### config.mk
export PLATFORM = sky130hd
export DESIGN_NAME = rmg_cordic_stage
export DESIGN_NICKNAME = d
export VERILOG_FILES = /design/src/sv/rotation_matrix_generator_assert.svh /design/src/sv/rmg_pkg.sv /design/src/sv/rmg_cordic_stage.sv
export SDC_FILE = /design/constraint.sdc
export NUM_CORES = 1
export LEC_CHECK = 0
export ABC_AREA = 1
export BUFFER_PORTS_ARGS = -buffer_cell sky130_fd_sc_hd__buf_2
export CORE_UTILIZATION = 40
export CTS_BUF_LIST = sky130_fd_sc_hd__clkbuf_4 sky130_fd_sc_hd__clkbuf_8
export CTS_CLUSTER_SIZE = 16
export DETAILED_ROUTE_END_ITERATION = 8
export SETUP_SLACK_MARGIN = 0.15
export SKIP_LAST_GASP = 1
export SYNTH_ARGS = -nofsm -noshare
export SYNTH_HDL_FRONTEND = slang
export SYNTH_SLANG_ARGS = --single-unit
### constraint.sdc
create_clock -name clk -period 0.9 [get_ports clk]
set_input_delay 0.18 -clock clk [delete_from_list [all_inputs] [get_ports clk]]
set_output_delay 0.18 -clock clk [all_outputs]
set_load 0.01 [all_outputs]
### src/sv/rotation_matrix_generator_assert.svh
// ----------------------------------------------------------------------------
// Rotation matrix generator assertion macros
// Shorthand for concurrent checks clocked on clk, disabled in reset.
// ----------------------------------------------------------------------------
`ifndef ROTATION_MATRIX_GENERATOR_ASSERT_SVH
`define ROTATION_MATRIX_GENERATOR_ASSERT_SVH

// Consequent checked in the same cycle.
`define RMG_ASSERT_NOW(label, ante, cons, msg) \
    label: assert property (@(posedge clk) disable iff (!rst_n) (ante) |-> (cons)) \
        else $error(msg);

// Consequent checked in the next cycle.
`define RMG_ASSERT_NEXT(label, ante, cons, msg) \
    label: assert property (@(posedge clk) disable iff (!rst_n) (ante) |=> (cons)) \
        else $error(msg);

`endif

### src/sv/rmg_pkg.sv
`timescale 1ns / 1ps
// ----------------------------------------------------------------------------
// Rotation matrix generator package
// Widths, fixed-point constants, mode codes and lookup functions.
// ----------------------------------------------------------------------------
package rmg_pkg;

    localparam int CORDIC_STEPS_DEF = 16;
    localparam int FRAC_BITS_DEF    = 14;
    localparam int WORK_BITS        = 28;

    localparam int FUNC_W = 3;
    localparam int ANG_W  = 20;
    localparam int AXIS_W = 16;
    localparam int ELEM_W = 18;
    localparam int RED_W  = 37;   // reduced angle, Q30 with headroom
    localparam int CW     = 34;   // CORDIC datapath
    localparam int MW     = 40;   // matrix entries before output scaling

    localparam logic signed [RED_W-1:0] TWO_PI_Q30  = 37'sd6746518852;
    localparam logic signed [RED_W-1:0] PI_Q30      = 37'sd3373259426;
    localparam logic signed [RED_W-1:0] HALF_PI_Q30 = 37'sd1686629713;
    localparam logic signed [CW-1:0]    GAIN_Q30    = 34'sd652032874;
    localparam logic signed [MW-1:0]    ONE_Q28     = 40'sd268435456;
    localparam logic signed [MW-1:0]    ZERO_Q28    = 40'sd0;
    localparam logic signed [MW-1:0]    OUT_MAX     = 40'sd131071;
    localparam logic signed [MW-1:0]    OUT_MIN     = -40'sd131072;

    localparam logic [FUNC_W-1:0] FUNC_AXIS = 3'd0;
    localparam logic [FUNC_W-1:0] FUNC_XY   = 3'd1;
    localparam logic [FUNC_W-1:0] FUNC_XZ   = 3'd2;
    localparam logic [FUNC_W-1:0] FUNC_YZ   = 3'd3;
    localparam logic [FUNC_W-1:0] FUNC_XW   = 3'd4;
    localparam logic [FUNC_W-1:0] FUNC_ZW   = 3'd5;
    localparam logic [FUNC_W-1:0] FUNC_YW   = 3'd6;

    localparam logic [1:0] ROW_LAST = 2'd3;

    typedef struct packed {
        logic [FUNC_W-1:0]        func;
        logic signed [AXIS_W-1:0] ax;
        logic signed [AXIS_W-1:0] ay;
        logic signed [AXIS_W-1:0] az;
        logic                     neg;
    } rmg_meta_t;

    // Sixteen output entries, index row*4 + column
    typedef logic [15:0][ELEM_W-1:0] rmg_mat_t;

    function automatic logic [31:0] atan_q30(input logic [4:0] idx);
        logic [31:0] v;
        unique case (idx)
            5'd0:  v = 32'h3243F6A8;
            5'd1:  v = 32'h1DAC6705;
            5'd2:  v = 32'h0FADBAFC;
            5'd3:  v = 32'h07F56EA6;
            5'd4:  v = 32'h03FEAB76;
            5'd5:  v = 32'h01FFD55B;
            5'd6:  v = 32'h00FFFAAA;
            5'd7:  v = 32'h007FFF55;
            5'd8:  v = 32'h003FFFEA;
            5'd9:  v = 32'h001FFFFD;
            5'd10: v = 32'h000FFFFF;
            5'd11: v = 32'h0007FFFF;
            5'd12: v = 32'h0003FFFF;
            5'd13: v = 32'h0001FFFF;
            5'd14: v = 32'h0000FFFF;
            5'd15: v = 32'h00007FFF;
            5'd16: v = 32'h00003FFF;
            5'd17: v = 32'h00001FFF;
            5'd18: v = 32'h00000FFF;
            5'd19: v = 32'h000007FF;
            5'd20: v = 32'h000003FF;
            5'd21: v = 32'h000001FF;
            5'd22: v = 32'h000000FF;
            5'd23: v = 32'h0000007F;
            5'd24: v = 32'h0000003F;
            5'd25: v = 32'h0000001F;
            5'd26: v = 32'h0000000F;
            5'd27: v = 32'h00000008;
            5'd28: v = 32'h00000004;
            5'd29: v = 32'h00000002;
            5'd30: v = 32'h00000001;
            5'd31: v = 32'h00000000;
        endcase
        return v;
    endfunction

    // First and second axis of each plane mode
    function automatic logic [1:0] plane_a(input logic [FUNC_W-1:0] f);
        logic [1:0] v;
        unique case (f)
            FUNC_YZ: v = 2'd1;
            FUNC_ZW: v = 2'd2;
            FUNC_YW: v = 2'd1;
            default: v = 2'd0;
        endcase
        return v;
    endfunction

    function automatic logic [1:0] plane_b(input logic [FUNC_W-1:0] f);
        logic [1:0] v;
        unique case (f)
            FUNC_XY: v = 2'd1;
            FUNC_XZ: v = 2'd2;
            FUNC_YZ: v = 2'd2;
            FUNC_XW: v = 2'd3;
            FUNC_ZW: v = 2'd3;
            FUNC_YW: v = 2'd3;
            default: v = 2'd0;
        endcase
        return v;
    endfunction

endpackage

### src/sv/rmg_cordic_stage.sv
`timescale 1ns / 1ps
// ----------------------------------------------------------------------------
// CORDIC stage
// One registered rotation-mode micro-rotation by atan(2^-IDX).
// ----------------------------------------------------------------------------
module rmg_cordic_stage
    import rmg_pkg::*;
#(
    parameter int IDX = 0
)
(
    input  logic                 clk,
    input  logic                 rst_n,
    input  logic                 en,
    input  logic                 in_valid,
    input  logic signed [CW-1:0] x_in,
    input  logic signed [CW-1:0] y_in,
    input  logic signed [CW-1:0] r_in,
    input  rmg_meta_t            in_meta,
    output logic                 out_valid,
    output logic signed [CW-1:0] x_out,
    output logic signed [CW-1:0] y_out,
    output logic signed [CW-1:0] r_out,
    output rmg_meta_t            out_meta
);

    logic signed [CW-1:0] dx;
    logic signed [CW-1:0] dy;
    logic signed [CW-1:0] ang;
    logic signed [CW-1:0] x_next;
    logic signed [CW-1:0] y_next;
    logic signed [CW-1:0] r_next;
    logic signed [CW-1:0] x_reg;
    logic signed [CW-1:0] y_reg;
    logic signed [CW-1:0] r_reg;
    logic                 valid_reg;
    rmg_meta_t            meta_reg;

    assign dx  = y_in >>> IDX;
    assign dy  = x_in >>> IDX;
    assign ang = signed'({{(CW - 32){1'b0}}, atan_q30(5'(IDX))});

    always_comb
    begin
        if (r_in >= 0)
        begin
            x_next = x_in - dx;
            y_next = y_in + dy;
            r_next = r_in - ang;
        end
        else
        begin
            x_next = x_in + dx;
            y_next = y_in - dy;
            r_next = r_in + ang;
        end
    end

    always_ff @(posedge clk or negedge rst_n)
    begin
        if (!rst_n)
        begin
            valid_reg <= 1'b0;
        end
        else if (en)
        begin
            valid_reg <= in_valid;
        end
    end

    always_ff @(posedge clk)
    begin
        if (en)
        begin
            x_reg    <= x_next;
            y_reg    <= y_next;
            r_reg    <= r_next;
            meta_reg <= in_meta;
        end
    end

    assign out_valid = valid_reg;
    assign x_out     = x_reg;
    assign y_out     = y_reg;
    assign r_out     = r_reg;
    assign out_meta  = meta_reg;

endmodule

# After elaboration in Yosys (flattened, before gate mapping)
# Cells that the tools add are included.
# Widths: inputs -> output; s select.
[word_totals]
reg_bits = 155
in_bits = 158
out_inout_bits = 155
word_cells = 18
[op_classes]
addsub = 5
magnitude_cmp = 1
mux = 3
[op_table]
columns = ["operator", "n"]
rows = [
  ["$mux 34", 3],
  ["$sub 34x34->34", 2],
  ["$add 34x31->34 const B", 1],
  ["$add 34x34->34", 1],
  ["$ge 34x1->1 const B", 1],
  ["$sub 34x31->34 const B", 1],
]

# Depth between registers and ports, before layout
# Gate-level depths: netlist (run 1).
[logic_depth]
ltp_word = 2
ltp_mapped = 21
ltp_nobuf = 19

# Worst setup path before layout (run 1)
# No wires, ideal clock.
[synth_timing]
kind = "input to register"
startpoint = "input r_in[33]"
endpoint = "register r_reg[30], in the netlist r_out[30] (data pin)"
setup_ps = 252
arrival_ps = 2650
required_ps = 648
slack_ps = -2002
path_stages = 20
n_path_buf = 2
cell_sequence = "inv_1 -> ha_1 -> nand2_1 -> nor4_1 -> nand3b_1 -> o21ai_2 -> inv_2 -> buf_2 -> buf_6 -> ha_1 -> a21oi_1 -> nand2_1 -> a21boi_1 -> o21ai_0 -> nand2_1 -> nand2_1 -> nand2_1 -> nand2_1 -> nand2_1 -> nand2_1"
[synth_via]
elab_chain_len = 2
[synth_rtl]
columns = ["element", "line_no", "text"]
rows = [
  ["from (decl)", "rmg_cordic_stage.sv:18", "input logic signed [CW-1:0] r_in,"],
  ["$ge 34x1->1", "rmg_cordic_stage.sv:45", "if (r_in >= 0)"],
  ["$mux 34", "rmg_cordic_stage.sv:45", ""],
  ["net r_next[30]", "rmg_cordic_stage.sv:32", "logic signed [CW-1:0] r_next;"],
  ["to (signal assigned)", "rmg_cordic_stage.sv:77", "r_reg <= r_next;"],
  ["to (decl)", "rmg_cordic_stage.sv:35", "logic signed [CW-1:0] r_reg;"],
]
# The timed path passes the listed nets, and every way through them passes these cells.
# A chain may end at the register's enable or synchronous reset.

# Worst setup path after layout (run 1)
[layout_timing]
startpoint = "input r_in[33]"
endpoint = "register r_reg[12], in the netlist r_out[12] (data pin)"
# Same word-level chain as after synthesis.

==> results of run 1 <==
## sequential cells by signal (all words and copies together), names as in the netlist
| register | cells |
|---|---|
| x_out | 34 |
| out_meta | 52 |
| r_out | 34 |
| out_valid | 1 |
| y_out | 33 |
## cells by family (layout without fill, tap and decap cells)
group / after synthesis / in the layout / share of synthesized area [%]
compound gates: 338 / 338 / 13.1
mux: 1 / 1 / 0.0816
flops: 154 / 154 / 33.5
simple gates: 942 / 942 / 28.5
xor+xnor: 55 / 55 / 3.49
buf+inv: 293 / 1261 / 9.06
fa+ha+maj: 133 / 133 / 12.3
## metrics by stage
step	std cells	total power, mW
4_1_cts	3273	30.2
2_1_floorplan	1916	15.8
3_5_place_dp	3094	21.8
3_3_place_gp	3094	21.7
5_1_grt	3332	33.6
6_report	3332	32.4
## how the worst max path moves through the flow
stage / from / cells after the start / to
finish: r_in[33] / 18 / r_out[12]
global route: r_in[33] / 18 / r_out[12]
CTS: r_in[30] / 16 / r_out[33]
detailed placement: r_in[31] / 16 / r_out[33]
global placement: r_in[31] / 15 / r_out[27]
floorplan: r_in[33] / 18 / r_out[25]
## critical path: stages
cell	delay (ns)
buf_6	0.11
inv_12	0.05
ha_4	0.13
nand2_2	0.05
nor4_2	0.23
nand3b_1	0.17
o21ai_4	0.22
buf_6	0.18
buf_12	0.13
buf_4	0.12
ha_4	0.21
a21o_1	0.24
nor2_2	0.15
o21ai_4	0.09
buf_4	0.14
buf_6	0.11
buf_6	0.12
xor2_2	0.14
## what timing repair did
item,CTS,global route
buffers inserted,76,58
resized for setup,520,355
endpoints found under the hold margin,57,0
cloned,13,1
hold buffers,58,0
setup endpoints to repair,251,252
pin swaps,217,168
## cell usage in the layout, fill, tap and decap left out, types with 23 or more instances in the layout
cell type,synthesis,layout
buf_6,7,70
a21oi_2,1,80
dlygate4sd3_1,0,58
nand3_1,158,92
nand3_2,2,59
edfxtp_1,153,153
a21oi_1,159,54
nor2_1,193,89
ha_1,129,69
nor2_4,1,49
buf_12,0,32
nand4_1,23,23
buf_2,13,280
nand2_2,0,144
o21ai_0,123,30
nor2_2,2,58
inv_1,244,164
o21ai_2,2,45
inv_2,4,48
xor2_1,48,35
buf_4,21,513
a21oi_4,0,26
ha_4,0,50
o21ai_1,6,38
nand2_4,1,58
nand2_1,507,298
## power groups by stage
stage	Combinational (mW)	Clock, mW	Sequential (mW)
2_1_floorplan	5.90	0	9.90
4_1_cts	15.0	5.88	9.31
6_report	17.3	5.77	9.31
3_3_place_gp	12.3	0	9.44
5_1_grt	18.2	6.08	9.37
3_5_place_dp	12.4	0	9.46
## layer usage
layer  share of wire (%)  track usage [%]
met3                 7.6             4.45
met4                 6.0             17.4
met5                   0                0
met1                  37             42.4
met2                  49             63.8
## area by class of cell
| type | instances | area (um2) | share of cell area [%] |
|---|---|---|---|
| Timing Repair Buffer | 981 | 7890 | 29.9 |
| Clock inverter | 15 | 176 | 0.668 |
| Multi-Input combinational cell | 1469 | 11800 | 44.8 |
| Clock buffer | 17 | 234 | 0.885 |
| Tap cell | 448 | 561 | 2.12 |
| Inverter | 248 | 1100 | 4.15 |
| Sequential cell | 154 | 4620 | 17.5 |
==> flow_metrics.tcl, run 1 <==
set metrics [dict create \
    status "finished, violations left" \
    violations "setup timing" \
    switching_share_pct 40.7 \
    clk_latency_ns 0.50 \
    row_count 67 \
    die-area_mm2 0.0353 \
    final_core_util_pct 78.2 \
    area_delta_synth_final_pct 91.5 \
    grt_start_max_net_pins 31 \
    power.density_mw_per_mm2 1220 \
    async_reset_ff_share_pct 0.649 \
    postSynthAreaPerCell_um2 7.20 \
    pwr-share-comb_pct 53.4 \
    clock-sinks 154 \
    cp.arrival_ns 2.76 \
    crit_fanout 8 \
    internal_power_mw 19.2 \
    tightest_slew_ns 0.366 \
    finClkSkew_ns 0 \
    min_from "y_in[0]" \
    cap_violations 0 \
    synth_cell_types 44 \
    hold_depth 3 \
    wl_per_cell_um 20.7 \
    synthFlopType "edfxtp_1" \
    cts_tree "done" \
    clockBufferDepth 2 \
    placed_cell_area_mm2 0.0206 \
    initial_core_util_pct 40.9 \
    whs_ns 0.0647 \
    rr_endpoint "out_valid" \
    min_path_type "in2reg" \
    core_area_mm2 0.0338 \
    grt_pass1_wl_um 96600 \
    syn-instance-count 1916 \
    setup_violations 251 \
    postLayoutCellArea_mm2 0.0264 \
    final_antenna_net_count 0 \
    crit_type "in2reg" \
    vias_per_cell 5.45 \
    dieHeight_um 188 \
    yosysTopAreaCell "edfxtp_1" \
    p_sw_mw 13.2 \
    peakVddDrop_uv 1050 \
    drt_wl_total_um 69000 \
    port_buffers 312 \
    drive_gt1_share_pct 59.6 \
    start_kind "input pin" \
    antenna_found_initial 1 \
    io_pins 313 \
    r2r_start "out_valid" \
    synth-warning-count 0 \
    dieWidth_um 188 \
    finalSetupTns_ns -149.18 \
    pre_cts_slack_ns -2.18 \
    layout.nets 3162 \
    synth_common_cells "507 x nand2_1, 244 x inv_1, 193 x nor2_1" \
    synth.most_common_cell "nand2_1" \
    syn-cell-area_mm2 0.0138 \
    drc 0 \
    grt.total_usage_pct 35.8 \
    crit_required_ns 1.17 \
    n_antenna_cell 0 \
    synthTopCellsByArea "edfxtp_1 33%, nand2_1 14%, ha_1 12%" \
    post-route-period-util_pct 277 \
    r2r_cells 1 \
    min_period_ns 2.49 \
    hold_path_end "x_out[0]" \
    cts_root_buffer "clkbuf_8" \
    drtIter0Drc 1368 \
    cts_buffers 17 \
    drv_slew 0 \
    place.gp.congestion 0.985 \
    first_global_vias 17800 \
    vias 18200 \
    synth_edf_count 153 \
    hold_violations 0 \
    yosys.area.top_type_share_pct 33.3 \
    endpoint_kind "register" \
    ys_seq_area_share_pct 33.5 \
    synth.ff_latch_count 154 \
    reg2reg_slack_ns 0.15 \
    max_freq_ghz 0.401 \
    grt_overflow 0 \
    place_hpwl_um 47700 \
    setup_ws_ns -1.59 \
    pwr-share-seq_pct 28.8 \
    clk_pin_slew_ns 0.09 \
    synth_nets 2207 \
    drt-pass1-iter-count 6 \
    rsz0062_at_grt "yes" \
    p_leak_nw 12.4 \
    fill_cells 2207 \
    max_slew_margin_pct 75.4 \
    clock_power_share_pct 17.8 \
    cts_max_level 4 \
]
No activity file was read; power rests on OpenSTA's default activity.
==> run 2: changes to the inputs <==
- REMOVE_ABC_BUFFERS: unset -> 1
==> run 2 against run 1 <==
  * The run still ends with setup timing left
  * Clock power shrank 4.0%
  * Combinational power shrank 3%
  * Clock skew is the same
  * Critical endpoint is now r_out[13]
==> flow_metrics.tcl, run 2 (synthesized netlist as in run 1, its figures left out) <==
set metrics [dict create \
    min_from "y_in[0]" \
    area_delta_synth_final_pct 87.5 \
    layout.nets 3210 \
    drive_gt1_share_pct 57.3 \
    fin_cells 3380 \
    setup_violations 251 \
    grt_start_max_net_pins 66 \
    drc 0 \
    grt.total_usage_pct 33.5 \
    start_kind "input pin" \
    clock-sinks 154 \
    vias 18500 \
    clock_power_share_pct 17.5 \
    final_common_cell "buf_4" \
    crit_slowest_cell "or2_4" \
    placed_cell_area_mm2 0.0196 \
    grt_pass1_wl_um 91100 \
    largest_register_ffs 52 \
    vias_per_cell 5.48 \
    power_mw 31.6 \
    cp.arrival_ns 2.72 \
    dieWidth_um 188 \
    hold_path_end "x_out[0]" \
    row_count 67 \
    peakVddDrop_uv 1060 \
    status "finished, violations left" \
    final_cell_mix "562 x buf_4, 327 x nand2_1, 277 x buf_2" \
    dieHeight_um 188 \
    initial_core_util_pct 40.9 \
    post-route-period-util_pct 269 \
    cts_tree "done" \
    r2r_cells 1 \
    antenna_found_initial 2 \
    core_area_mm2 0.0338 \
    max_freq_ghz 0.412 \
    worst_path_largest_cell_delay_ns 0.26 \
    die-area_mm2 0.0353 \
    pre_cts_slack_ns -2.30 \
    setup_ws_ns -1.52 \
    endpoint_kind "register" \
    grt_overflow 0 \
    cts_buffers 17 \
    cap_violations 0 \
    final_antenna_net_count 0 \
    p_sw_mw 12.7 \
    cp_num_buf_inv 5 \
    crit_required_ns 1.19 \
    power.density_mw_per_mm2 1220 \
    place.gp.congestion 1.01 \
    p_leak_nw 12.4 \
    drt-pass1-iter-count 6 \
    pwr-share-comb_pct 53.0 \
    crit_type "in2reg" \
    drtIter0Drc 1590 \
    first_global_vias 17000 \
    wl_per_cell_um 20.9 \
    switching_share_pct 40.2 \
    clockBufferDepth 2 \
    place_hpwl_um 48200 \
    hold_violations 0 \
    rsz0062_at_grt "yes" \
    whs_ns 0.0685 \
    io_pins 313 \
    drt_wl_total_um 70800 \
    reg2reg_slack_ns 0.16 \
    drv_slew 0 \
    postLayoutCellArea_mm2 0.0259 \
    critical-path-top-delay-family "compound AO/OA/AOI/OAI gates" \
    min_period_ns 2.42 \
    cts_root_buffer "clkbuf_8" \
    cp_common_cell "buf_6" \
    dp.cells 3156 \
    fill_cells 2268 \
    crit_chain "buf_6 -> or2_4 -> nor4_4 -> nand3b_1 -> o21ai_4 -> buf_6 -> buf_6 -> ha_4 -> a21oi_4 -> o21ai_4 -> a21oi_2 -> o21ai_2 -> buf_4 -> xor2_1 -> buf_4" \
    min_path_type "in2reg" \
    clk_pin_slew_ns 0.09 \
    r2r_start "out_valid" \
    tightest_slew_ns 0.456 \
    port_buffers 312 \
    hold_depth 3 \
    clk_latency_ns 0.52 \
    cts_max_level 4 \
    max_slew_margin_pct 69.3 \
    pwr-share-seq_pct 29.5 \
    internal_power_mw 18.9 \
    crit_fanout 6 \
    rr_endpoint "out_valid" \
    finClkSkew_ns 0 \
    violations "setup timing" \
]
## run 2: how the worst max path moves through the flow
| stage | from | endpoint | slack (ns) | cells after the start |
|---|---|---|---|---|
| CTS | r_in[6] | r_out[32] | -1.45 | 15 |
| floorplan | r_in[33] | r_out[30] | -4.30 | 18 |
| detailed placement | r_in[31] | r_out[32] | -2.30 | 16 |
| global placement | r_in[31] | r_out[32] | -2.25 | 16 |
| global route | r_in[6] | r_out[25] | -1.66 | 18 |
| finish | r_in[6] | r_out[13] | -1.52 | 15 |
## run 2: area by class of cell
cell class                      instances  area (um2)  share of cell area (%)
Multi-Input combinational cell       1469       11500                    44.3
Tap cell                              448         561                    2.17
Sequential cell                       154        4620                    17.8
Clock buffer                           17         234                   0.904
Clock inverter                         14         154                   0.595
Timing Repair Buffer                 1029        7860                    30.3
Antenna cell                            1        2.50                 0.00967
Inverter                              248         985                    3.80
## run 2: through the flow
stage / util (%) / setup TNS, ns
global placement: 58.1 / -166.64
detailed placement: 58.1 / -170.32
finish: 76.6 / -143.79
global route: 76.6 / -153.92
floorplan: - / -301.56
CTS: 64.3 / -151.87
## run 2: per-layer routing
| layer | global-route usage, % | up-vias | share of wire (%) | wire [um] |
|---|---|---|---|---|
| li1 | - | 8367 | - | - |
| met3 | 4.42 | 326 | 7.1 | 5010 |
| met4 | 16.1 | 2 | 6.4 | 4500 |
| met5 | 0 | - | 0.0099 | 7 |
| met1 | 41.4 | 8740 | 38 | 27100 |
| met2 | 57.6 | 1074 | 48 | 34200 |
## run 2: worst min-delay path, delay by kind of cell
family	cells	cell delay, ns
fa+ha+maj	1	0.12
buf+inv	2	0.13
## run 2: repair_timing
item,4_1_cts,5_1_grt
buffers inserted,23,109
hold endpoints to repair,58,0
gates cloned,0,1
pin swaps,52,275
resized for setup,226,926
setup endpoints to repair,251,252
hold buffers,59,0
## run 2: power by group through the flow
stage | registers, mW | logic, mW | clock network, mW
floorplan | 9.90 | 4.57 | 0
global placement | 9.45 | 11.4 | 0
detailed placement | 9.47 | 11.4 | 0
CTS | 9.31 | 12.5 | 5.61
global route | 9.39 | 17.7 | 5.83
finish | 9.32 | 16.8 | 5.54
