### src/sv/rotation_matrix_generator_assert.svh
// ----------------------------------------------------------------------------
// Rotation matrix generator assertion macros
// Shorthand for concurrent checks clocked on clk, disabled in reset.
// ----------------------------------------------------------------------------
`ifndef ROTATION_MATRIX_GENERATOR_ASSERT_SVH
`define ROTATION_MATRIX_GENERATOR_ASSERT_SVH

// Consequent checked in the same cycle.
`define RMG_ASSERT_NOW(label, ante, cons, msg) \
    label: assert property (@(posedge clk) disable iff (!rst_n) (ante) |-> (cons)) \
        else $error(msg);

// Consequent checked in the next cycle.
`define RMG_ASSERT_NEXT(label, ante, cons, msg) \
    label: assert property (@(posedge clk) disable iff (!rst_n) (ante) |=> (cons)) \
        else $error(msg);

`endif

### src/sv/rmg_pkg.sv
`timescale 1ns / 1ps
// ----------------------------------------------------------------------------
// Rotation matrix generator package
// Widths, fixed-point constants, mode codes and lookup functions.
// ----------------------------------------------------------------------------
package rmg_pkg;

    localparam int CORDIC_STEPS_DEF = 16;
    localparam int FRAC_BITS_DEF    = 14;
    localparam int WORK_BITS        = 28;

    localparam int FUNC_W = 3;
    localparam int ANG_W  = 20;
    localparam int AXIS_W = 16;
    localparam int ELEM_W = 18;
    localparam int RED_W  = 37;   // reduced angle, Q30 with headroom
    localparam int CW     = 34;   // CORDIC datapath
    localparam int MW     = 40;   // matrix entries before output scaling

    localparam logic signed [RED_W-1:0] TWO_PI_Q30  = 37'sd6746518852;
    localparam logic signed [RED_W-1:0] PI_Q30      = 37'sd3373259426;
    localparam logic signed [RED_W-1:0] HALF_PI_Q30 = 37'sd1686629713;
    localparam logic signed [CW-1:0]    GAIN_Q30    = 34'sd652032874;
    localparam logic signed [MW-1:0]    ONE_Q28     = 40'sd268435456;
    localparam logic signed [MW-1:0]    ZERO_Q28    = 40'sd0;
    localparam logic signed [MW-1:0]    OUT_MAX     = 40'sd131071;
    localparam logic signed [MW-1:0]    OUT_MIN     = -40'sd131072;

    localparam logic [FUNC_W-1:0] FUNC_AXIS = 3'd0;
    localparam logic [FUNC_W-1:0] FUNC_XY   = 3'd1;
    localparam logic [FUNC_W-1:0] FUNC_XZ   = 3'd2;
    localparam logic [FUNC_W-1:0] FUNC_YZ   = 3'd3;
    localparam logic [FUNC_W-1:0] FUNC_XW   = 3'd4;
    localparam logic [FUNC_W-1:0] FUNC_ZW   = 3'd5;
    localparam logic [FUNC_W-1:0] FUNC_YW   = 3'd6;

    localparam logic [1:0] ROW_LAST = 2'd3;

    typedef struct packed {
        logic [FUNC_W-1:0]        func;
        logic signed [AXIS_W-1:0] ax;
        logic signed [AXIS_W-1:0] ay;
        logic signed [AXIS_W-1:0] az;
        logic                     neg;
    } rmg_meta_t;

    // Sixteen output entries, index row*4 + column
    typedef logic [15:0][ELEM_W-1:0] rmg_mat_t;

    function automatic logic [31:0] atan_q30(input logic [4:0] idx);
        logic [31:0] v;
        unique case (idx)
            5'd0:  v = 32'h3243F6A8;
            5'd1:  v = 32'h1DAC6705;
            5'd2:  v = 32'h0FADBAFC;
            5'd3:  v = 32'h07F56EA6;
            5'd4:  v = 32'h03FEAB76;
            5'd5:  v = 32'h01FFD55B;
            5'd6:  v = 32'h00FFFAAA;
            5'd7:  v = 32'h007FFF55;
            5'd8:  v = 32'h003FFFEA;
            5'd9:  v = 32'h001FFFFD;
            5'd10: v = 32'h000FFFFF;
            5'd11: v = 32'h0007FFFF;
            5'd12: v = 32'h0003FFFF;
            5'd13: v = 32'h0001FFFF;
            5'd14: v = 32'h0000FFFF;
            5'd15: v = 32'h00007FFF;
            5'd16: v = 32'h00003FFF;
            5'd17: v = 32'h00001FFF;
            5'd18: v = 32'h00000FFF;
            5'd19: v = 32'h000007FF;
            5'd20: v = 32'h000003FF;
            5'd21: v = 32'h000001FF;
            5'd22: v = 32'h000000FF;
            5'd23: v = 32'h0000007F;
            5'd24: v = 32'h0000003F;
            5'd25: v = 32'h0000001F;
            5'd26: v = 32'h0000000F;
            5'd27: v = 32'h00000008;
            5'd28: v = 32'h00000004;
            5'd29: v = 32'h00000002;
            5'd30: v = 32'h00000001;
            5'd31: v = 32'h00000000;
        endcase
        return v;
    endfunction

    // First and second axis of each plane mode
    function automatic logic [1:0] plane_a(input logic [FUNC_W-1:0] f);
        logic [1:0] v;
        unique case (f)
            FUNC_YZ: v = 2'd1;
            FUNC_ZW: v = 2'd2;
            FUNC_YW: v = 2'd1;
            default: v = 2'd0;
        endcase
        return v;
    endfunction

    function automatic logic [1:0] plane_b(input logic [FUNC_W-1:0] f);
        logic [1:0] v;
        unique case (f)
            FUNC_XY: v = 2'd1;
            FUNC_XZ: v = 2'd2;
            FUNC_YZ: v = 2'd2;
            FUNC_XW: v = 2'd3;
            FUNC_ZW: v = 2'd3;
            FUNC_YW: v = 2'd3;
            default: v = 2'd0;
        endcase
        return v;
    endfunction

endpackage

### src/sv/rmg_angle_reduce.sv
`timescale 1ns / 1ps
// ----------------------------------------------------------------------------
// Angle reduction
// Three stages: wrap into [0, 2pi), recenter to (-pi, pi], fold to +-pi/2.
// ----------------------------------------------------------------------------
module rmg_angle_reduce
    import rmg_pkg::*;
(
    input  logic                    clk,
    input  logic                    rst_n,
    input  logic                    en,
    input  logic                    in_valid,
    input  logic signed [ANG_W-1:0] angle,
    input  rmg_meta_t               in_meta,
    output logic                    out_valid,
    output logic signed [CW-1:0]    r,
    output rmg_meta_t               out_meta
);

    logic signed [RED_W-1:0] r0;
    logic signed [RED_W-1:0] r1_next;
    logic signed [RED_W-1:0] r1_reg;
    logic signed [RED_W-1:0] r2;
    logic signed [RED_W-1:0] r3_next;
    logic signed [RED_W-1:0] r3_reg;
    logic signed [RED_W-1:0] r4_next;
    logic signed [CW-1:0]    r4_reg;
    logic                    neg_next;
    logic [2:0]              valid_reg;
    rmg_meta_t               m1_reg;
    rmg_meta_t               m2_reg;
    rmg_meta_t               m3_next;
    rmg_meta_t               m3_reg;

    // Widen Q4.16 to Q30
    assign r0 = {{(RED_W - ANG_W - 14){angle[ANG_W-1]}}, angle, 14'b0};

    always_comb
    begin
        if (r0 >= TWO_PI_Q30)
        begin
            r1_next = r0 - TWO_PI_Q30;
        end
        else if (r0 < 0)
        begin
            r1_next = r0 + TWO_PI_Q30;
        end
        else
        begin
            r1_next = r0;
        end
    end

    assign r2      = (r1_reg < 0) ? r1_reg + TWO_PI_Q30 : r1_reg;
    assign r3_next = (r2 > PI_Q30) ? r2 - TWO_PI_Q30 : r2;

    always_comb
    begin
        if (r3_reg > HALF_PI_Q30)
        begin
            r4_next  = r3_reg - PI_Q30;
            neg_next = 1'b1;
        end
        else if (r3_reg < -HALF_PI_Q30)
        begin
            r4_next  = r3_reg + PI_Q30;
            neg_next = 1'b1;
        end
        else
        begin
            r4_next  = r3_reg;
            neg_next = 1'b0;
        end
    end

    always_comb
    begin
        m3_next     = m2_reg;
        m3_next.neg = neg_next;
    end

    always_ff @(posedge clk or negedge rst_n)
    begin
        if (!rst_n)
        begin
            valid_reg <= '0;
        end
        else if (en)
        begin
            valid_reg <= {valid_reg[1:0], in_valid};
        end
    end

    always_ff @(posedge clk)
    begin
        if (en)
        begin
            r1_reg <= r1_next;
            m1_reg <= in_meta;
            r3_reg <= r3_next;
            m2_reg <= m1_reg;
            r4_reg <= r4_next[CW-1:0];
            m3_reg <= m3_next;
        end
    end

    assign out_valid = valid_reg[2];
    assign r         = r4_reg;
    assign out_meta  = m3_reg;

endmodule

### config.mk
export PLATFORM = sky130hd
export DESIGN_NAME = rmg_angle_reduce
export DESIGN_NICKNAME = d
export VERILOG_FILES = /design/src/sv/rotation_matrix_generator_assert.svh /design/src/sv/rmg_pkg.sv /design/src/sv/rmg_angle_reduce.sv
export SDC_FILE = /design/constraint.sdc
export NUM_CORES = 1
export LEC_CHECK = 0
export BUFFER_PORTS_ARGS = -buffer_cell sky130_fd_sc_hd__buf_4
export CAP_MARGIN = 0
export CELL_PAD_IN_SITES_DETAIL_PLACEMENT = 0
export CELL_PAD_IN_SITES_GLOBAL_PLACEMENT = 2
export CORE_UTILIZATION = 30
export CTS_BUF_LIST = sky130_fd_sc_hd__clkbuf_2
export DETAILED_ROUTE_END_ITERATION = 10
export GPL_ROUTABILITY_DRIVEN = 0
export GPL_TIMING_DRIVEN = 1
export PLACE_DENSITY_LB_ADDON = 0.1
export SETUP_SLACK_MARGIN = 0.3
export SYNTH_ARGS = -nofsm -noshare
export SYNTH_HDL_FRONTEND = slang
export SYNTH_SLANG_ARGS = --single-unit
### constraint.sdc
create_clock -name clk -period 3.7 [get_ports clk]
set_input_delay 0.37 -clock clk [delete_from_list [all_inputs] [get_ports clk]]
set_output_delay 0.37 -clock clk [all_outputs]
set_load 0.02 [all_outputs]
# [After elaboration in Yosys (flattened, before gate mapping)]
# Cells that the tools add are included.
[word_totals] register_bits=265 output_inout_bits=87 elab_cells=36
[op_classes] addsub=6 order_cmp=6 muxes=7
[op_table] operator="37-bit 2-to-1 mux" count=4
[op_table] operator="34-bit 2-to-1 mux" count=2
[op_table] operator="37-bit by 34-bit adder with 37-bit output, second input constant" count=1
[op_table] operator="37-bit by 32-bit > comparator with 1-bit output, second input constant" count=1
[op_table] operator="37-bit by 33-bit > comparator with 1-bit output, second input constant" count=1
[op_table] operator="37-bit by 1-bit less-than comparator with 1-bit output, second input constant" count=1
[op_table] operator="37-bit by 32-bit less-than comparator with 1-bit output, second input constant" count=1
[op_table] operator="37-bit by 34-bit subtractor with 37-bit output, second input constant" count=1
[op_table] operator="34-bit by 34-bit adder with 35-bit output, second input constant" count=1
[op_table] operator="34-bit by 34-bit subtractor with 35-bit output, second input constant" count=1
[op_table] operator="34-bit by 33-bit adder with 34-bit output, second input constant" count=1
[op_table] operator="34-bit greater-or-equal comparator, second input constant" count=1
[op_table] operator="34-bit by 1-bit less-than comparator with 1-bit output, second input constant" count=1
[op_table] operator="34-bit by 33-bit subtractor with 34-bit output, second input constant" count=1
[op_table] operator="1-bit 2-to-1 mux" count=1

# [Depth between registers and ports, before layout]
# Gate-level depths: netlist (run 1).
[depth] depth_word=4 ltp_mapped=19

# [Worst setup path after synthesis (run 1)]
# Ideal clock, no wire load.
[synth_path] path_kind="flip-flop to flip-flop" from="register r1_reg[35]" to="register r3_reg[32], data pin" setup_ns=0.268 t_arrival_ns=3.724 required_ns=3.432 setup_slack_ns=-0.291 path_stages_with_launch=19 path_cell_list="edfxtp_1 -> clkbuf_1 -> clkbuf_1 -> buf_1 -> buf_1 -> clkbuf_1 -> clkbuf_1 -> xor2_1 -> inv_1 -> ha_1 -> nor2b_1 -> o21ai_0 -> o221ai_1 -> a21oi_1 -> a31oi_1 -> o21ai_0 -> a21oi_1 -> nor3_1 -> xnor2_1"
[synth_between] elab_chain_len=4
[synth_rtl] item="from (decl)" line="rmg_angle_reduce.sv:22" text="logic signed [RED_W-1:0] r1_reg;"
[synth_rtl] item="from (signal assigned)" line="rmg_angle_reduce.sv:98" text="r1_reg <= r1_next;"
[synth_rtl] item="37-bit by 1-bit less-than comparator with 1-bit output or 37-bit by 34-bit adder with 37-bit output (tied branches)" line="rmg_angle_reduce.sv:54" text="assign r2 = (r1_reg < 0) ? r1_reg + TWO_PI_Q30 : r1_reg;"
[synth_rtl] item="37-bit 2-to-1 mux *" line="rmg_angle_reduce.sv:54"
[synth_rtl] item="37-bit by 34-bit subtractor with 37-bit output or 37-bit by 33-bit > comparator with 1-bit output (tied branches)" line="rmg_angle_reduce.sv:55" text="assign r3_next = (r2 > PI_Q30) ? r2 - TWO_PI_Q30 : r2;"
[synth_rtl] item="37-bit 2-to-1 mux *" line="rmg_angle_reduce.sv:55"
[synth_rtl] item="via r3_next[32]" line="rmg_angle_reduce.sv:24" text="logic signed [RED_W-1:0] r3_next;"
[synth_rtl] item="to (signal assigned)" line="rmg_angle_reduce.sv:100" text="r3_reg <= r3_next;"
[synth_rtl] item="to (decl)" line="rmg_angle_reduce.sv:25" text="logic signed [RED_W-1:0] r3_reg;"
# Mark *: on every way through the listed nets, which the timed path passes. The rest lies on a longest branch.
# A chain may end at the register's enable or synchronous reset.

# [Worst setup path after layout (run 1)]
[layout_path] from="register r1_reg[17]" to="register r3_reg[35], data pin"
[layout_between] elab_chain_len=4
[layout_rtl] item="37-bit by 34-bit adder with 37-bit output or 37-bit by 1-bit less-than comparator with 1-bit output (tied branches)" line="rmg_angle_reduce.sv:54"
[layout_rtl] item="37-bit 2-to-1 mux *" line="rmg_angle_reduce.sv:54"
[layout_rtl] item="37-bit by 34-bit subtractor with 37-bit output or 37-bit by 33-bit > comparator with 1-bit output (tied branches)" line="rmg_angle_reduce.sv:55"
[layout_rtl] item="37-bit 2-to-1 mux *" line="rmg_angle_reduce.sv:55"
[layout_rtl] item="via r3_next[35]" line="rmg_angle_reduce.sv:24"
# Marks and branches as above.

==> metrics.md, run 1 <==
| Metric | Value |
|---|---|
| Synth unique cells | 79 |
| Worst EP arrival | 4050 ps |
| Mapped Cells | 931 |
| CTS Buf Count | 68 |
| Clock transition at path regs | 110 ps |
| DP HPWL | roughly 20 mm |
| Core ar. | 38600 sq um |
| Final setup violation count | 0 |
| Ports | 163 |
| Syn_nets | 1018 |
| CTS tree | done |
| Post-route ant nets | 0 |
| Final min period | 3410 ps |
| DP Cell Count | 1606 |
| Final worst setup slack | 291 ps |
| Pre-CTS setup slack | -16.9 ps |
| Synth async-reset ratio | 1.21% |
| Power Internal | ~5.5 mW |
| Max-slew violation count | 0 |
| Initial antenna violation count | 1 |
| Layout Nets | 1370 |
| Clock power share | 25.5% |
| DR pass1 iterations | 6 |
| Design area | 16000 sq um |
| Row count | 72 |
| Final count of hold timing violations | 0 |
| Die area | 39900 sq um |
| Flop pwr share | 47.6% |
| RSZ-0062 raised after global routing | yes |
| Worst Reg-to-Reg Cells | 12 |
| Total grt overflow | 0 |
| TNS Setup | 0 ps |
| Worst r2r dst | r3_reg[35] |
| Max Clk Rate | ~290 MHz |
| Number of global-route vias before repair | approximately 8400 |
| Initial core utilization | between 30 and 40% |
| DRT Wirelength | ~28 mm |
| Worst-skew pair later-pin latency | 910 ps |
| Post-synth EDFFs | 245 |
| Gate power share | 26.8% |
| Vias/cell | around 4.6 |
| PortBufs | 160 |
| Seq/Total Area, Yosys | between 60% and 70% |
| Reg-to-reg slack, setup | just under 300 ps |
| Max_slew headroom | 53.3% |
| Largest net degree at the start of global routing | slightly below 80 |
| Vias | 8475 |
| Top routing layer used | met4 |
| Net Sw Power | 2.49 mW |
| Routed wl met2 | 13.7 mm |
| Metal3 WL | 1.23 mm |
| Global Route Usage Sum | between 10% and 20% |
| Status | complete, no violations |
| Initial DRC Count | 275 |
| Commonest non-fill, non-tap cell in the layout | edfxtp_1 |
| Root Buffer | clkbuf_2 |
| H-tree depth | 3 |
| Syn. warnings | 0 |
| Critical Path Source | r1_reg[17] |
| Crit share post-route | about 92% |
| Startpoint types | flip-flop |
| Fraction of layout instances using a drive strength above 1 | 31.8% |
| Switching share of power | 31.2% |
| Crit path kind | reg -> reg |
| Hold Worst Slack | 210 ps |
| Final Util | 41.4% |
| Die width | 200 um |
| Worst hold-check path type | in -> reg |
| Pleak | 6.02 nW |
| Max FO, Critical Path | 3 |
| Pwr Total | ~8 mW |
| FF-to-FF Start | r1_reg[17] |
| Power per Cell Area | 498 nW/um^2 |
| Max_cap viols | 0 |
| Mean routed wirelength per cell | 15.4 um |
| Clock Sinks | roughly 250 |
| Non-filler cells, final | 1847 |
| Synth Register Bits | approximately 250 |
| Setup crit end | r3_reg[35] |
| Most frequent cells in the layout | edfxtp_1, buf_4, clkbuf_2, dlygate4sd3_1, nand2_1 |
| # DRC | 0 |
| Peak supply drop | 0.203 mV |
| M1 WL | 12.8 mm |
| Clock skew | 77.4 ps |
| Synth Flop Type | edfxtp_1 |
| Max Buffers Root-to-Sink | 3 |
| Synth Area per Inst | 12.6 sq um |
| Post-synthesis cell area | 11700 sq um |
| FF/Latch Area | 7430 sq um |
| Cell Area, Placed | 13800 sq um |
| Slew @ Worst Pin | 694 ps |
| Worst setup EP type | flip-flop |
| Die height | 200 um |
| Fillers | roughly 3800 |
| Global-route wire length before repair | 44.1 mm |
| Crit path required time | roughly 4300 ps |
| Area grow syn2layout | 36.3% |
| Multi-input logic area | 4260 sq um |
## worst max-delay path, cell delays in order, from the launching register on
cell,delay (ps)
edfxtp_1,400
or4_4,600
a2111oi_4,270
buf_4,200
o31ai_4,80
a31oi_4,250
xnor2_4,120
buf_4,150
or2_2,320
o221ai_2,180
buf_4,160
a21oi_2,40
or3_1,360
## worst min-delay path by stage
stage	startpoint	end	slack, ps	depth (start not counted)
finish	in_meta[30]	m1_reg[30]	210	2
global route	in_meta[30]	m1_reg[30]	100	2
CTS	in_meta[34]	m1_reg[34]	60	2
detailed placement	rst_n	valid_reg[2]	160	1
global placement	rst_n	valid_reg[0]	160	1
floorplan	rst_n	valid_reg[0]	70	0
## cell type report
cell class / count / share of cell area (%)
repair buffers: 338 / 18.1
well taps: 518 / 4.05
diodes: 1 / 0.0156
multi-input cells: 601 / 26.7
flip-flops and latches: 248 / 46.5
inverters: 26 / 0.610
clock inverters: 18 / 1.03
clock buffers: 97 / 3.04
## repair_timing
item                                    in CTS  in global routing
hold buffers                                89                  0
pin swaps                                   25                 12
resized for setup                           28                 36
setup buffers                               16                 17
gates cloned                                 1                  2
hold endpoints to repair                   149                  0
endpoints found under the setup margin      49                 50
## cells by family after synthesis
kind of cell	Yosys count	synth area share [%]
DFF	248	63.3
and+or+nand+nor	251	10.8
xor gates and xnor gates	86	6.42
buffers and inverters	82	2.73
adders and majority gates	11	1.17
muxes	8	0.714
AOI/OAI and AO/OA	244	14.8
other	1	0.0320
## cells in the mapped netlist, types with 6 or more instances
| cell | number | share of area [%] |
|---|---|---|
| inv_1 | 25 | 0.80 |
| nand4_1 | 7 | 0.37 |
| nor2_1 | 63 | 2.0 |
| nor3_1 | 14 | 0.60 |
| a32oi_1 | 7 | 0.52 |
| a22oi_1 | 6 | 0.38 |
| nor4_1 | 10 | 0.53 |
| o31ai_1 | 11 | 0.70 |
| a31oi_1 | 12 | 0.64 |
| nor2b_1 | 7 | 0.37 |
| o21a_1 | 10 | 0.64 |
| o211ai_1 | 9 | 0.58 |
| edfxtp_1 | 245 | 63 |
| nand2b_1 | 8 | 0.43 |
| xnor2_1 | 63 | 4.7 |
| clkbuf_1 | 46 | 1.5 |
| o21ai_0 | 36 | 1.5 |
| a21o_1 | 13 | 0.83 |
| nand3_1 | 24 | 1.0 |
| or3_1 | 11 | 0.59 |
| nand2_1 | 63 | 2.0 |
| xor2_1 | 23 | 1.7 |
| a21oi_1 | 60 | 2.6 |
| ha_1 | 11 | 1.2 |
| or2_2 | 9 | 0.48 |
| a211oi_1 | 6 | 0.38 |
## power by group through the flow
| stage | combinational (mW) | sequential, mW | clock (mW) |
|---|---|---|---|
| 2_1_floorplan | 1.05 | 3.91 | 0 |
| 3_3_place_gp | 1.87 | 3.85 | 0 |
| 3_5_place_dp | 1.87 | 3.86 | 0 |
| 4_1_cts | 2.06 | 3.79 | 2.17 |
| 5_1_grt | 2.35 | 3.84 | 2.30 |
| 6_report | 2.14 | 3.79 | 2.03 |
## metal layers
metal / GRT usage (%) / vias to the layer above
met1: 18.3 / 3951
met3: 3.41 / 47
met2: 22.6 / 173
met4: 6.39 / 0
met5: 0 / -
li1: - / 4304
(Power assumes the default switching activity.)
==> run 2, diff against run 1 <==
--- a/config.mk
+++ b/config.mk
@@ -9,8 +9,9 @@
 export CAP_MARGIN = 0
 export CELL_PAD_IN_SITES_DETAIL_PLACEMENT = 0
 export CELL_PAD_IN_SITES_GLOBAL_PLACEMENT = 2
-export CORE_UTILIZATION = 30
+export CORE_UTILIZATION = 37
 export CTS_BUF_LIST = sky130_fd_sc_hd__clkbuf_2
+export CTS_CLUSTER_SIZE = 8
 export DETAILED_ROUTE_END_ITERATION = 10
 export GPL_ROUTABILITY_DRIVEN = 0
 export GPL_TIMING_DRIVEN = 1
==> metrics.md, run 2 (same netlist as run 1, synthesis figures left out) <==
| Metric | Value |
|---|---|
| Cell Area, Placed | 13700 sq um |
| Max stage delay cell, worst path | or4_4 |
| # DRC | 0 |
| CP cell instances | or4_4 -> buf_6 -> a2111oi_4 -> buf_4 -> o211ai_4 -> or4_4 -> a31o_1 -> a211oi_2 -> o221ai_2 -> and3_1 -> or3_1 |
| DR pass1 iterations | 4 |
| Crit share post-route | 95.7% |
| Worst-skew pair later-pin latency | 820 ps |
| Max Clk Rate | 283 MHz |
| Max FO, Critical Path | 4 |
| Core ar. | 30900 sq um |
| Worst hold-check path type | in -> reg |
| Crit path kind | reg -> reg |
| Peak supply drop | 0.230 mV |
| Most frequent cells in the layout | edfxtp_1, buf_4, clkbuf_2, dlygate4sd3_1 |
| Vias/cell | 4.97 |
| CTS Buf Count | 67 |
| Clock power share | 23.5% |
| Initial antenna violation count | 1 |
| Final min period | about 3500 ps |
| Max incr delay on CP | ~560 ps |
| Final setup violation count | 0 |
| Startpoint types | flip-flop |
| Gate power share | 27.2% |
| DP HPWL | 18.4 mm |
| Initial core utilization | 38.0% |
| Area grow syn2layout | 33.1% |
| Clock skew | 75.0 ps |
| Worst setup EP type | flip-flop |
| Initial DRC Count | ~450 |
| PortBufs | 160 |
| Die width | 180 um |
| Number of global-route vias before repair | 8381 |
| Power per Cell Area | between 400 and 500 nW/um^2 |
| H-tree depth | 3 |
| Max Buffers Root-to-Sink | 3 |
| Die area | 32400 sq um |
| Global Route Usage Sum | approximately 17% |
| Flop pwr share | 49.3% |
| Slew @ Worst Pin | 867 ps |
| Mean routed wirelength per cell | 16.0 um |
| Root Buffer | clkbuf_2 |
| Layout Nets | roughly 1300 |
| Power Internal | 5.23 mW |
| Max_slew headroom | 42.2% |
| Post-route ant nets | 0 |
| Clock Sinks | 248 |
| Die height | roughly 180 um |
| Max-slew violation count | 0 |
| Final count of hold timing violations | 0 |
| Total grt overflow | 0 |
| Status | complete, no violations |
| Reg-to-reg slack, setup | around 160 ps |
| Global-route wire length before repair | 43.4 mm |
| Largest net degree at the start of global routing | between 100 and 150 |
| Row count | 64 |
| Commonest non-fill, non-tap cell in the layout | edfxtp_1 |
| Fraction of layout instances using a drive strength above 1 | 31.6% |
| CTS tree | done |
| Max_cap viols | 0 |
| Design area | ~16000 sq um |
| Most Frequent Cell on Critical Path | or4_4 |
| Ports | 163 |
| Switching share of power | 32.1% |
| Vias | 8428 |
| Crit path required time | approximately 4200 ps |
| RSZ-0062 raised after global routing | yes |
| Fillers | 2825 |
| Clock transition at path regs | ~80 ps |
| TNS Setup | 0 ps |
| Pleak | 5.88 nW |
| DRT Wirelength | about 27 mm |
| Net Sw Power | 2.47 mW |
| Worst EP arrival | 4040 ps |
run 2: critical path, delay by kind of cell (launching register included):
family                 cells  cell delay, ps
and+or+nand+nor            4            1550
AOI/OAI and AO/OA          5             960
buffers and inverters      2             330
DFF                        1             390
run 2: area by class of cell:
cell class | instances | area (sq um) | share of cell area, %
tap | 396 | 495 | 3.17
clock inverter | 15 | 91.3 | 0.585
inverter | 26 | 97.6 | 0.625
antenna | 1 | 2.50 | 0.0160
clock buffer | 95 | 475 | 3.05
multi-input combinational | 601 | 4320 | 27.7
timing repair buffer | 313 | 2700 | 17.3
sequential | 248 | 7430 | 47.6
run 2: stage by stage:
stage | std cells | setup slack [ps] | power (mW) | hold WS, ps | util, %
after floorplan | 931 | 279 | 4.96 | 74.4 | -
after global placement | 1482 | 76.1 | 5.67 | 160 | 44.3
after detailed placement | 1482 | 40.5 | 5.69 | 164 | 44.3
after CTS | 1684 | 130 | 7.71 | 34.2 | 49.5
after global routing | 1695 | 8.11 | 8.18 | 65.8 | 50.5
final | 1695 | 161 | 7.70 | 97.6 | 50.5
run 2: path summary, 6_finish.rpt:
kind | startpoint | endpoint | cells past startpoint
max | r1_reg[17] | r3_reg[35] | 11
min | en | r1_reg[2] | 1
max reg2reg | r1_reg[17] | r3_reg[35] | 11
min reg2reg | m1_reg[25] | m2_reg[25] | 0
max in group asynchronous | rst_n | valid_reg[0] | 3
min in group asynchronous | rst_n | valid_reg[1] | 3
run 2: timing repair:
| action | 4_1_cts | 5_1_grt |
|---|---|---|
| cloned | 2 | 1 |
| hold buffers | 80 | 0 |
| gates resized for setup | 24 | 47 |
| hold endpoints to repair | 77 | 0 |
| pin swaps | 18 | 22 |
| buffers inserted | 10 | 9 |
| endpoints found under the setup margin | 34 | 40 |
run 2: metal layers:
metal	track usage (%)	vias to the layer above	wire, um
met5	0	-	0
met4	6.39	0	662
met3	3.07	50	947
met2	27.9	191	13200
met1	21.5	3935	12400
li1	-	4252	-
run 2: power by group through the flow:
stage | clock [mW] | combinational [mW] | sequential (mW)
floorplan | 0 | 1.05 | 3.91
global placement | 0 | 1.82 | 3.85
detailed placement | 0 | 1.82 | 3.86
CTS | 1.91 | 2.00 | 3.80
global route | 2.06 | 2.28 | 3.84
finish | 1.81 | 2.10 | 3.79
==> run 3, diff against run 2 <==
==> constraint.sdc (replaced) <==
create_clock -name clk -period 3.7 [get_ports clk]
set_input_delay 0.185 -clock clk [delete_from_list [all_inputs] [get_ports clk]]
set_output_delay 0.185 -clock clk [all_outputs]
set_load 0.02 [all_outputs]
==> metrics.md, run 3 (same netlist as run 1, synthesis figures left out) <==
| Metric | Value |
|---|---|
| Worst EP arrival | 3930 ps |
| Max Clk Rate | 296 MHz |
| Slew @ Worst Pin | 657 ps |
| Die width | 180 um |
| CTS tree | done |
| Most frequent cells in the layout | edfxtp_1, buf_4, dlygate4sd3_1, clkbuf_2, nand2_1 |
| DP HPWL | 18.0 mm |
| Hold Worst Slack | 124 ps |
| Reg-to-reg slack, setup | 330 ps |
| Core ar. | 30900 sq um |
| Worst hold-check path type | in -> reg |
| Cell Area, Placed | 13700 sq um |
| Layout Nets | around 1300 |
| DRT Wirelength | 26.6 mm |
| Root Buffer | clkbuf_2 |
| Top delay family on crit path | simple AND/OR/NAND/NOR gates |
| Ports | 163 |
| Fraction of layout instances using a drive strength above 1 | 29.1% |
| DR pass1 iterations | 5 |
| Initial core utilization | 38.0% |
| Worst Reg-to-Reg Cells | 10 |
| Clock transition at path regs | 80 ps |
| Final min period | around 3400 ps |
| Hold path depth | 2 |
| Commonest non-fill, non-tap cell in the layout | edfxtp_1 |
| CP Buf/Inv Count | 1 |
| Status | complete, no violations |
| Vias/cell | approximately 5.0 |
| Startpoint types | flip-flop |
| PortBufs | 160 |
| Post-route ant nets | 0 |
| Fillers | 2853 |
| Largest net degree at the start of global routing | 100 |
| Row count | 64 |
| Crit path kind | reg -> reg |
| Max stage delay cell, worst path | or4_4 |
| Worst setup EP type | flip-flop |
| Die height | 180 um |
| Clock skew | 74.1 ps |
| # DRC | 0 |
| Global-route wire length before repair | 42.7 mm |
| H-tree depth | 3 |
| Max incr delay on CP | 610 ps |
| FF-to-FF Start | r1_reg[16] |
| Final Util | 50.2% |
| Max_cap viols | 0 |
| Worst-skew pair later-pin latency | approximately 830 ps |
| Most Frequent Cell on Critical Path | or4_4 |
| Hold_sp | in_meta[44] |
| Final setup violation count | 0 |
| Design area | 15500 sq um |
| RSZ-0062 raised after global routing | yes |
| Peak supply drop | 0.300 mV |
| Initial antenna violation count | 1 |
| Max Buffers Root-to-Sink | 3 |
| Power per Cell Area | 496 nW/um^2 |
| Total grt overflow | 0 |
| DP Cell Count | 1478 |
| Vias | 8471 |
| TNS Setup | 0 ps |
| Crit share post-route | between 90% and 100% |
| Mean routed wirelength per cell | 15.6 um |
| Worst r2r dst | r3_reg[35] |
| Die area | 32400 sq um |
| Non-filler cells, final | 1705 |
| Max_slew headroom | 55.8% |
| Max-slew violation count | 0 |
| Clock Sinks | between 200 and 250 |
| Initial DRC Count | 568 |
| Number of global-route vias before repair | approximately 8300 |
| Area grow syn2layout | 32.1% |
| Crit path required time | roughly 4300 ps |
| Final count of hold timing violations | 0 |
| Max FO, Critical Path | 3 |
| CTS Buf Count | 67 |
| CP cell instances | or4_4 -> a2111oi_4 -> o211ai_2 -> buf_6 -> or4_4 -> a31o_1 -> a211oi_2 -> o221ai_2 -> and3_1 -> or3_1 |
| Hold endpoint | m1_reg[44] |
| Global Route Usage Sum | 16.4% |
| Pleak | approximately 6 nW |
-- run 3: cell count changes in the layout (fill, tap and decap cells not counted), sizes merged, moves of 2 or more --
cell,previous run,this run
buf,231,223
bufinv,0,2
clkbuf,96,89
clkinv,9,20
dlygate4sd3,80,95
-- run 3: layer usage --
| layer | part of all wire [%] | routed length, um | vias up | track usage (%) |
|---|---|---|---|---|
| met1 | 46 | 12100 | 3956 | 21.3 |
| met4 | 2.5 | 672 | 0 | 6.80 |
| met2 | 48 | 12800 | 197 | 26.9 |
| met5 | 0 | 0 | - | 0 |
| met3 | 3.8 | 1000 | 45 | 3.29 |
| li1 | - | - | 4273 | - |
-- run 3: timing repair --
action / CTS / global route
hold buffers: 95 / 0
endpoints found under the setup margin: 26 / 40
resized for setup: 8 / 28
buffers inserted: 3 / 12
hold endpoints to repair: 138 / 0
gates cloned: 0 / 1
pin swaps: 9 / 9
-- run 3: cell type report --
type,instances,area [sq um],area share [%]
Clock inverter,26,166,1.07
Sequential cell,248,7430,47.9
Antenna cell,1,2.50,0.0161
Inverter,26,97.6,0.630
Multi-Input combinational cell,601,4190,27.0
Timing Repair Buffer,318,2680,17.3
Tap cell,396,495,3.20
Clock buffer,89,445,2.87
-- run 3: worst max path at each step --
| stage | depth (start not counted) | startpoint | slack [ps] | end |
|---|---|---|---|---|
| global placement | 11 | r1_reg[15] | 150 | r3_reg[35] |
| finish | 10 | r1_reg[16] | 330 | r3_reg[35] |
| detailed placement | 11 | r1_reg[15] | 120 | r3_reg[35] |
| floorplan | 18 | r1_reg[35] | 280 | r3_reg[32] |
| CTS | 11 | r1_reg[2] | 260 | r3_reg[35] |
| global route | 10 | r1_reg[18] | 180 | r3_reg[35] |
-- run 3: power by group --
group | internal, mW | switching [mW] | total [mW]
sequential | 3.54 | 0.248 | 3.79
combinational | 0.920 | 1.06 | 1.98
clock | 0.804 | 1.11 | 1.91
-- run 3: through the flow --
| step | power, mW | setup slack, ps |
|---|---|---|
| 2_1_floorplan | 4.96 | 279 |
| 5_1_grt | 8.16 | 181 |
| 6_report | 7.69 | 327 |
| 3_3_place_gp | 5.66 | 146 |
| 3_5_place_dp | 5.67 | 123 |
| 4_1_cts | 7.76 | 257 |
